`src/fnorm_pkg.sv`:
```
`timescale 1ns / 1ps
// Shared types for the fraction normaliser: word structs and the
// controller/datapath command and status groups. No dependencies.
package fnorm_pkg;

    localparam int unsigned WordW = 32;
    localparam int unsigned RevW  = 34;
    // reciprocal of ten, scaled by 2^35
    localparam logic [WordW-1:0] RecipTen = 32'hCCCC_CCCD;
    localparam int unsigned RecipShift = 35;

    typedef struct packed {
        logic signed [WordW-1:0] numerator_in;
        logic signed [WordW-1:0] denominator_in;
    } in_word_t;

    typedef struct packed {
        logic signed [WordW-1:0] reduced_numerator;
        logic signed [WordW-1:0] reduced_denominator;
        logic                    numerator_palindrome;
        logic                    denominator_palindrome;
    } out_word_t;

    typedef struct packed {
        logic load;
        logic gcd_step;
        logic div_start;
        logic div_step;
        logic pal_load;
        logic pal_mul;
        logic pal_dig;
        logic sel_den;
    } fn_cmd_t;

    typedef struct packed {
        logic gcd_done;
        logic cnt_last;
        logic digit_last;
    } fn_status_t;

endpackage

```
`src/fnorm_datapath.sv`:
```
`timescale 1ns / 1ps
// Datapath: binary gcd, two restoring dividers and a digit reverser.
// Depends on fnorm_pkg.
module fnorm_datapath (
    input  logic                 clk,
    input  fnorm_pkg::in_word_t  request,
    input  fnorm_pkg::fn_cmd_t   cmd,
    output fnorm_pkg::fn_status_t status,
    output fnorm_pkg::out_word_t result
);

    logic [31:0] a_reg, a_next, b_reg, b_next;
    logic [4:0]  k_reg, k_next;
    logic        flip_reg;
    logic [31:0] g_reg;
    logic [31:0] qn_reg, qd_reg, remn_reg, remd_reg;
    logic [4:0]  cnt_reg;
    logic [31:0] pv_reg, orig_reg;
    logic [fnorm_pkg::RevW-1:0] rev_reg, rev_next;
    logic [63:0] prod_reg;
    logic        npal_reg, dpal_reg;

    logic [31:0] mn, md, shn, shd, quo, digit_full;
    logic [32:0] subn, subd;

    // operand magnitudes
    assign mn = request.numerator_in[31]   ? 32'(-request.numerator_in)   : request.numerator_in;
    assign md = request.denominator_in[31] ? 32'(-request.denominator_in) : request.denominator_in;

    // one binary gcd step
    always_comb
    begin
        a_next = a_reg;
        b_next = b_reg;
        k_next = k_reg;
        if (!a_reg[0] && !b_reg[0])
        begin
            a_next = a_reg >> 1;
            b_next = b_reg >> 1;
            k_next = k_reg + 5'd1;
        end
        else if (!a_reg[0])
            a_next = a_reg >> 1;
        else if (!b_reg[0])
            b_next = b_reg >> 1;
        else if (a_reg >= b_reg)
            a_next = a_reg - b_reg;
        else
            b_next = b_reg - a_reg;
    end

    always_ff @(posedge clk)
    begin
        if (cmd.load)
        begin
            k_reg    <= '0;
            flip_reg <= request.numerator_in[31] ^ request.denominator_in[31];
            if (mn == '0 || md == '0)
            begin
                a_reg <= 32'd1;
                b_reg <= '0;
            end
            else
            begin
                a_reg <= mn;
                b_reg <= md;
            end
            qn_reg <= mn;
            qd_reg <= md;
        end
        else if (cmd.gcd_step)
        begin
            a_reg <= a_next;
            b_reg <= b_next;
            k_reg <= k_next;
        end
        if (cmd.div_start)
        begin
            g_reg    <= (a_reg | b_reg) << k_reg;
            remn_reg <= '0;
            remd_reg <= '0;
            cnt_reg  <= '0;
        end
        else if (cmd.div_step)
        begin
            remn_reg <= subn[32] ? shn : subn[31:0];
            remd_reg <= subd[32] ? shd : subd[31:0];
            qn_reg   <= {qn_reg[30:0], ~subn[32]};
            qd_reg   <= {qd_reg[30:0], ~subd[32]};
            cnt_reg  <= cnt_reg + 5'd1;
        end
    end

    // restoring division, both quotients in step
    assign shn  = {remn_reg[30:0], qn_reg[31]};
    assign shd  = {remd_reg[30:0], qd_reg[31]};
    assign subn = {1'b0, shn} - {1'b0, g_reg};
    assign subd = {1'b0, shd} - {1'b0, g_reg};

    // digit step: quotient by ten through the reciprocal product
    assign quo        = 32'(prod_reg[63:fnorm_pkg::RecipShift]);
    assign digit_full = pv_reg - ((quo << 3) + (quo << 1));
    assign rev_next   = (rev_reg << 3) + (rev_reg << 1) + fnorm_pkg::RevW'(digit_full[3:0]);

    always_ff @(posedge clk)
    begin
        if (cmd.pal_load)
        begin
            pv_reg   <= cmd.sel_den ? qd_reg : qn_reg;
            orig_reg <= cmd.sel_den ? qd_reg : qn_reg;
            rev_reg  <= '0;
        end
        else if (cmd.pal_mul)
            prod_reg <= 64'(pv_reg) * 64'(fnorm_pkg::RecipTen);
        else if (cmd.pal_dig)
        begin
            pv_reg  <= quo;
            rev_reg <= rev_next;
            if (quo == '0)
            begin
                if (cmd.sel_den)
                    dpal_reg <= (rev_next == fnorm_pkg::RevW'(orig_reg));
                else
                    npal_reg <= (rev_next == fnorm_pkg::RevW'(orig_reg));
            end
        end
    end

    assign status.gcd_done   = (a_reg == '0) || (b_reg == '0);
    assign status.cnt_last   = (cnt_reg == 5'd31);
    assign status.digit_last = (quo == '0);

    assign result.reduced_numerator      = flip_reg ? -$signed(qn_reg) : $signed(qn_reg);
    assign result.reduced_denominator    = $signed(qd_reg);
    assign result.numerator_palindrome   = npal_reg;
    assign result.denominator_palindrome = dpal_reg;

endmodule

```
`src/fnorm_ctrl.sv`:
```
`timescale 1ns / 1ps
// Controller: sequences gcd, division and palindrome phases.
// Depends on fnorm_pkg.
module fnorm_ctrl (
    input  logic                  clk,
    input  logic                  rst_n,
    input  logic                  start,
    input  fnorm_pkg::fn_status_t status,
    output fnorm_pkg::fn_cmd_t    cmd,
    output logic                  busy,
    output logic                  done
);

    localparam logic [2:0] S_IDLE = 3'd0;
    localparam logic [2:0] S_GCD  = 3'd1;
    localparam logic [2:0] S_DIV  = 3'd2;
    localparam logic [2:0] S_PLD  = 3'd3;
    localparam logic [2:0] S_MUL  = 3'd4;
    localparam logic [2:0] S_DIG  = 3'd5;
    localparam logic [2:0] S_OUT  = 3'd6;

    logic [2:0] state_reg, state_next;
    logic       sel_reg, sel_next;

    always_ff @(posedge clk or negedge rst_n)
    begin
        if (!rst_n)
        begin
            state_reg <= S_IDLE;
            sel_reg   <= 1'b0;
        end
        else
        begin
            state_reg <= state_next;
            sel_reg   <= sel_next;
        end
    end

    // next state and commands
    always_comb
    begin
        state_next = state_reg;
        sel_next   = sel_reg;
        cmd        = '0;
        cmd.sel_den = sel_reg;
        case (state_reg)
            S_IDLE:
            begin
                if (start)
                begin
                    cmd.load   = 1'b1;
                    sel_next   = 1'b0;
                    state_next = S_GCD;
                end
            end
            S_GCD:
            begin
                if (status.gcd_done)
                begin
                    cmd.div_start = 1'b1;
                    state_next    = S_DIV;
                end
                else
                    cmd.gcd_step = 1'b1;
            end
            S_DIV:
            begin
                cmd.div_step = 1'b1;
                if (status.cnt_last)
                    state_next = S_PLD;
            end
            S_PLD:
            begin
                cmd.pal_load = 1'b1;
                state_next   = S_MUL;
            end
            S_MUL:
            begin
                cmd.pal_mul = 1'b1;
                state_next  = S_DIG;
            end
            S_DIG:
            begin
                cmd.pal_dig = 1'b1;
                if (!status.digit_last)
                    state_next = S_MUL;
                else if (!sel_reg)
                begin
                    sel_next   = 1'b1;
                    state_next = S_PLD;
                end
                else
                    state_next = S_OUT;
            end
            S_OUT:
                state_next = S_IDLE;
            default:
                state_next = S_IDLE;
        endcase
    end

    assign busy = (state_reg != S_IDLE);
    assign done = (state_reg == S_OUT);

endmodule

```
`src/fraction_normalizer.sv`:
```
`timescale 1ns / 1ps
// Top level of the fraction normaliser: controller plus datapath.
// Depends on fnorm_pkg, fnorm_ctrl and fnorm_datapath.
//
// Usage:
//   A word (numerator_in, denominator_in) is taken on request at a rising
//   edge with start high and busy low. busy stays high until the result has
//   been shown. The result word (reduced fraction with sign on the
//   numerator, plus a decimal palindrome flag for each term) sits on result
//   for the single cycle in which done is high; the receiver must take it
//   then, it cannot hold it off.
//   Steps: a load, binary gcd steps (shifts plus subtractions) until one
//   operand is zero, a set-up step, restoring division of both terms at
//   once, then for each term a load step plus a multiply step and a digit
//   step per decimal digit (up to 10 digits each), and an output step. The
//   gcd loop and the digit loops vary with the operands, and the
//   reciprocal multiplier is shared by both terms; one word is worked on at
//   a time.
//   Reset (rst_n low) returns the controller to idle at once; a word in
//   progress is dropped.
module fraction_normalizer (
    input  logic                 clk,
    input  logic                 rst_n,
    input  logic                 start,
    input  fnorm_pkg::in_word_t  request,
    output logic                 busy,
    output logic                 done,
    output fnorm_pkg::out_word_t result
);

    fnorm_pkg::fn_cmd_t    cmd;
    fnorm_pkg::fn_status_t status;

    fnorm_ctrl u_ctrl (
        .clk    (clk),
        .rst_n  (rst_n),
        .start  (start),
        .status (status),
        .cmd    (cmd),
        .busy   (busy),
        .done   (done)
    );

    fnorm_datapath u_dp (
        .clk     (clk),
        .request (request),
        .cmd     (cmd),
        .status  (status),
        .result  (result)
    );

endmodule

```
`config.mk`:
```
export PLATFORM = sky130hd
export DESIGN_NAME = fraction_normalizer
export DESIGN_NICKNAME = d
export VERILOG_FILES = /design/src/fnorm_pkg.sv /design/src/fnorm_datapath.sv /design/src/fnorm_ctrl.sv /design/src/fraction_normalizer.sv
export SDC_FILE = /design/constraint.sdc
export NUM_CORES = 2
export LEC_CHECK = 0
export ABC_AREA = 1
export BUFFER_PORTS_ARGS = -buffer_cell sky130_fd_sc_hd__buf_2
export CORE_ASPECT_RATIO = 1.4
export CORE_MARGIN = 3
export CORE_UTILIZATION = 53
export DETAILED_ROUTE_END_ITERATION = 7
export PLACE_DENSITY = 0.74
export SLEW_MARGIN = 20
export SYNTH_ARGS = -nofsm -noshare
export SYNTH_HDL_FRONTEND = slang
export SYNTH_SLANG_ARGS = --single-unit
```
`constraint.sdc`:
```
create_clock -name clk -period 7.5 [get_ports clk]
set_clock_uncertainty 0.05 [all_clocks]
set_input_delay 0.375 -clock clk [delete_from_list [all_inputs] [get_ports clk]]
set_output_delay 0.375 -clock clk [all_outputs]
set_load 0.01 [all_outputs]
```
==> results.ini <==
[outcome]
status=finished, final reports clean

[route]
routed_wl_microns=187000
met3_length_microns=13600
viasPerCell=5.74
num_vias=44900
wl_per_cell_microns=23.9
drt_iter0_drc=3654
first_pass_iters=7
drc=0
dr_wl_met2_microns=88500
top_layer_used=met5
detail-route-antenna-nets=0
wl_met1_microns=66000

[layout]
drive_gt1_frac=0.0549
fin_cells=7810
layout_commonest_cell=nand2_1
final_nets=7618
final_cell_mix=1326 x nand2_1, 1240 x inv_1, 575 x ha_1, 509 x nor2_1, 406 x a21oi_1
largest_reg_flops=33
syn2layout_area_growth_pct=6.89
fin_util=0.575

[sta]
setup_tns_ns=0
fmax_ghz=0.139
hold_viol=0
setup_violations=0
rsz0062_at_grt=no
period_needed_ns=7.19
slew_viol_final=0
min_period_over_period=0.959
tightest_slew_ns=1.16
max_slew_margin=0.219

[cts]
path_clk_slew_ns=0.07
h-tree-depth=2
cts-root-buf=clkbuf_16
cts.sinks=365
cts_tree=built
cts_made_buffers=43
clock_latency_ns=0.66
cts.path.max_buffers=3

[logic_synthesis]
synth.distinct_cells=64
synth_cells=6511
seq_area_frac_synth=0.190
ys.flop_type=edfxtp_1
synth_fp_nets=7546
syn_area_per_cell_sq_um=7.47
synth-edff-count=192
synth_area_leaders=fa_1 16%, ha_1 15%, edfxtp_1 12%
synth_seq_cells=365
synth_area_sq_mm=0.0486
synth_top_area_frac=0.161
synthArstFlopShare=0.0110
synth_top_area_cell=fa_1
ys_warn_count=0

[setup_path]
r2r_end=u_dp.prod_reg[62]$_DFFE_PP_
worst-path-max-fanout=9
worstReg2RegStart=u_dp.pv_reg[9]$_DFFE_PP_
r2r_slack_ns=0.31
worstSetupPathType=reg2reg
cp-end-kind=flip-flop
reg2reg_depth=21
required_ns=7.84
cp.arrival_ns=7.53
cp-start-kind=flip-flop

[worst_hold_path]
min_from=request[7]
hold_depth=5
holdPathEnd=u_dp.qd_reg[7]$_DFF_P_
min-delay-path-class=in2reg

[floorplan]
start_util=0.538
die_area_sq_mm=0.0955
io_pins=135
row_count=130
die_height_microns=364
core_area_sq_mm=0.0904
die_w_microns=262

[place]
dp.cells=7724
place.gp.congestion=1.08
dp_hpwl_microns=158000
port_buffers=134

[global_routing]
track_usage=0.393
grt_pass1_wl_microns=277000
grt_pass1_vias=45600
antenna_found_initial=12
grt_overflow=0
grt_max_degree=82

[job]
maxCapViolations=0

==> worst max-delay path by stage <==
stage | from | to | slack, ns | cells after the start
4_1_cts | u_dp.pv_reg[3]$_DFFE_PP_ | u_dp.prod_reg[62]$_DFFE_PP_ | 0.23 | 20
2_1_floorplan | u_dp.pv_reg[18]$_DFFE_PP_ | u_dp.prod_reg[58]$_DFFE_PP_ | 1.33 | 23
5_1_grt | u_dp.pv_reg[9]$_DFFE_PP_ | u_dp.prod_reg[58]$_DFFE_PP_ | 0.04 | 23
3_5_place_dp | u_dp.pv_reg[3]$_DFFE_PP_ | u_dp.prod_reg[54]$_DFFE_PP_ | 0.26 | 20
3_3_place_gp | u_dp.pv_reg[3]$_DFFE_PP_ | u_dp.prod_reg[54]$_DFFE_PP_ | 0.29 | 20
6_report | u_dp.pv_reg[9]$_DFFE_PP_ | u_dp.prod_reg[62]$_DFFE_PP_ | 0.31 | 21
==> worst max-delay path, stage by stage (launching register included) <==
cell and delay [ns]:
edfxtp_1 0.61, ha_1 0.66, xor2_1 0.22, ha_1 0.23, or2_2 0.33, fa_1 0.40
inv_1 0.10, fa_1 0.44, inv_1 0.15, fa_1 0.46, fa_1 0.40, fa_1 0.41
ha_1 0.30, ha_1 0.42, a21oi_1 0.20, inv_1 0.06, a31oi_1 0.37, o21ai_0 0.18
a31oi_1 0.32, nand3_2 0.28, a21oi_1 0.24, xor2_1 0.09
==> final cells by class <==
class	instances	area [sq um]
Timing Repair Buffer	179	1010
Clock inverter	18	234
Tap cell	1188	1490
Sequential cell	365	9250
Multi-Input combinational cell	4724	34000
Clock buffer	62	1230
Fill cell	8838	38500
Antenna cell	4	10.0
Inverter	1270	4770
==> per-layer routing <==
| layer | track usage | up-vias |
|---|---|---|
| met5 | 0 | - |
| met4 | 0.314 | 10 |
| met3 | 0.0730 | 597 |
| met2 | 0.666 | 1879 |
| met1 | 0.430 | 21300 |
| li1 | - | 21100 |
==> cell usage after synthesis, types with 18 or more instances <==
cell / instances
clkbuf_1: 108
inv_1: 1245
a31oi_1: 50
a21oi_1: 406
edfxtp_1: 192
dfxtp_1: 169
nand3b_1: 52
o21bai_1: 25
o22ai_1: 72
nor4_1: 25
o21ai_0: 361
o211ai_1: 32
nand2_1: 1326
inv_2: 21
ha_1: 576
nand4_1: 63
a21o_1: 29
xor2_1: 207
fa_1: 392
xnor2_1: 59
nand3_2: 27
o21a_1: 18
nand3_1: 266
nor2_1: 514
mux2i_1: 20
buf_2: 21
nor3_1: 52
a22oi_1: 25
==> cell families (layout without fill, tap and decap cells) <==
family | after synthesis | after routing | share of synthesized area
simple gates | 2377 | 2377 | 0.209
buf+inv | 1422 | 1529 | 0.112
xor+xnor | 268 | 268 | 0.0489
mux | 20 | 20 | 0.00412
flops | 365 | 365 | 0.190
compound gates | 1091 | 1091 | 0.126
other cells | 0 | 4 | 0
fa+ha+maj | 968 | 968 | 0.310
==> metrics by stage <==
stage	hold WS, ns	area, sq um	setup WS [ns]
finish	0.112	52000	0.310
global route	0.148	52000	0.0352
CTS	0.102	51900	0.227
detailed placement	0.138	50500	0.257
global placement	0.135	50500	0.289
floorplan	0.0294	48600	1.33
==> timing repair <==
item                                    in CTS  in global routing
endpoints found under the setup margin       0                  2
hold buffers                                 2                  0
gates resized for setup                      0                  3
buffers inserted                             0                  0
endpoints found under the hold margin        4                  0
Power is not shown: default switching activity piles up to over one toggle a cycle in this logic, so the estimate is an artifact.
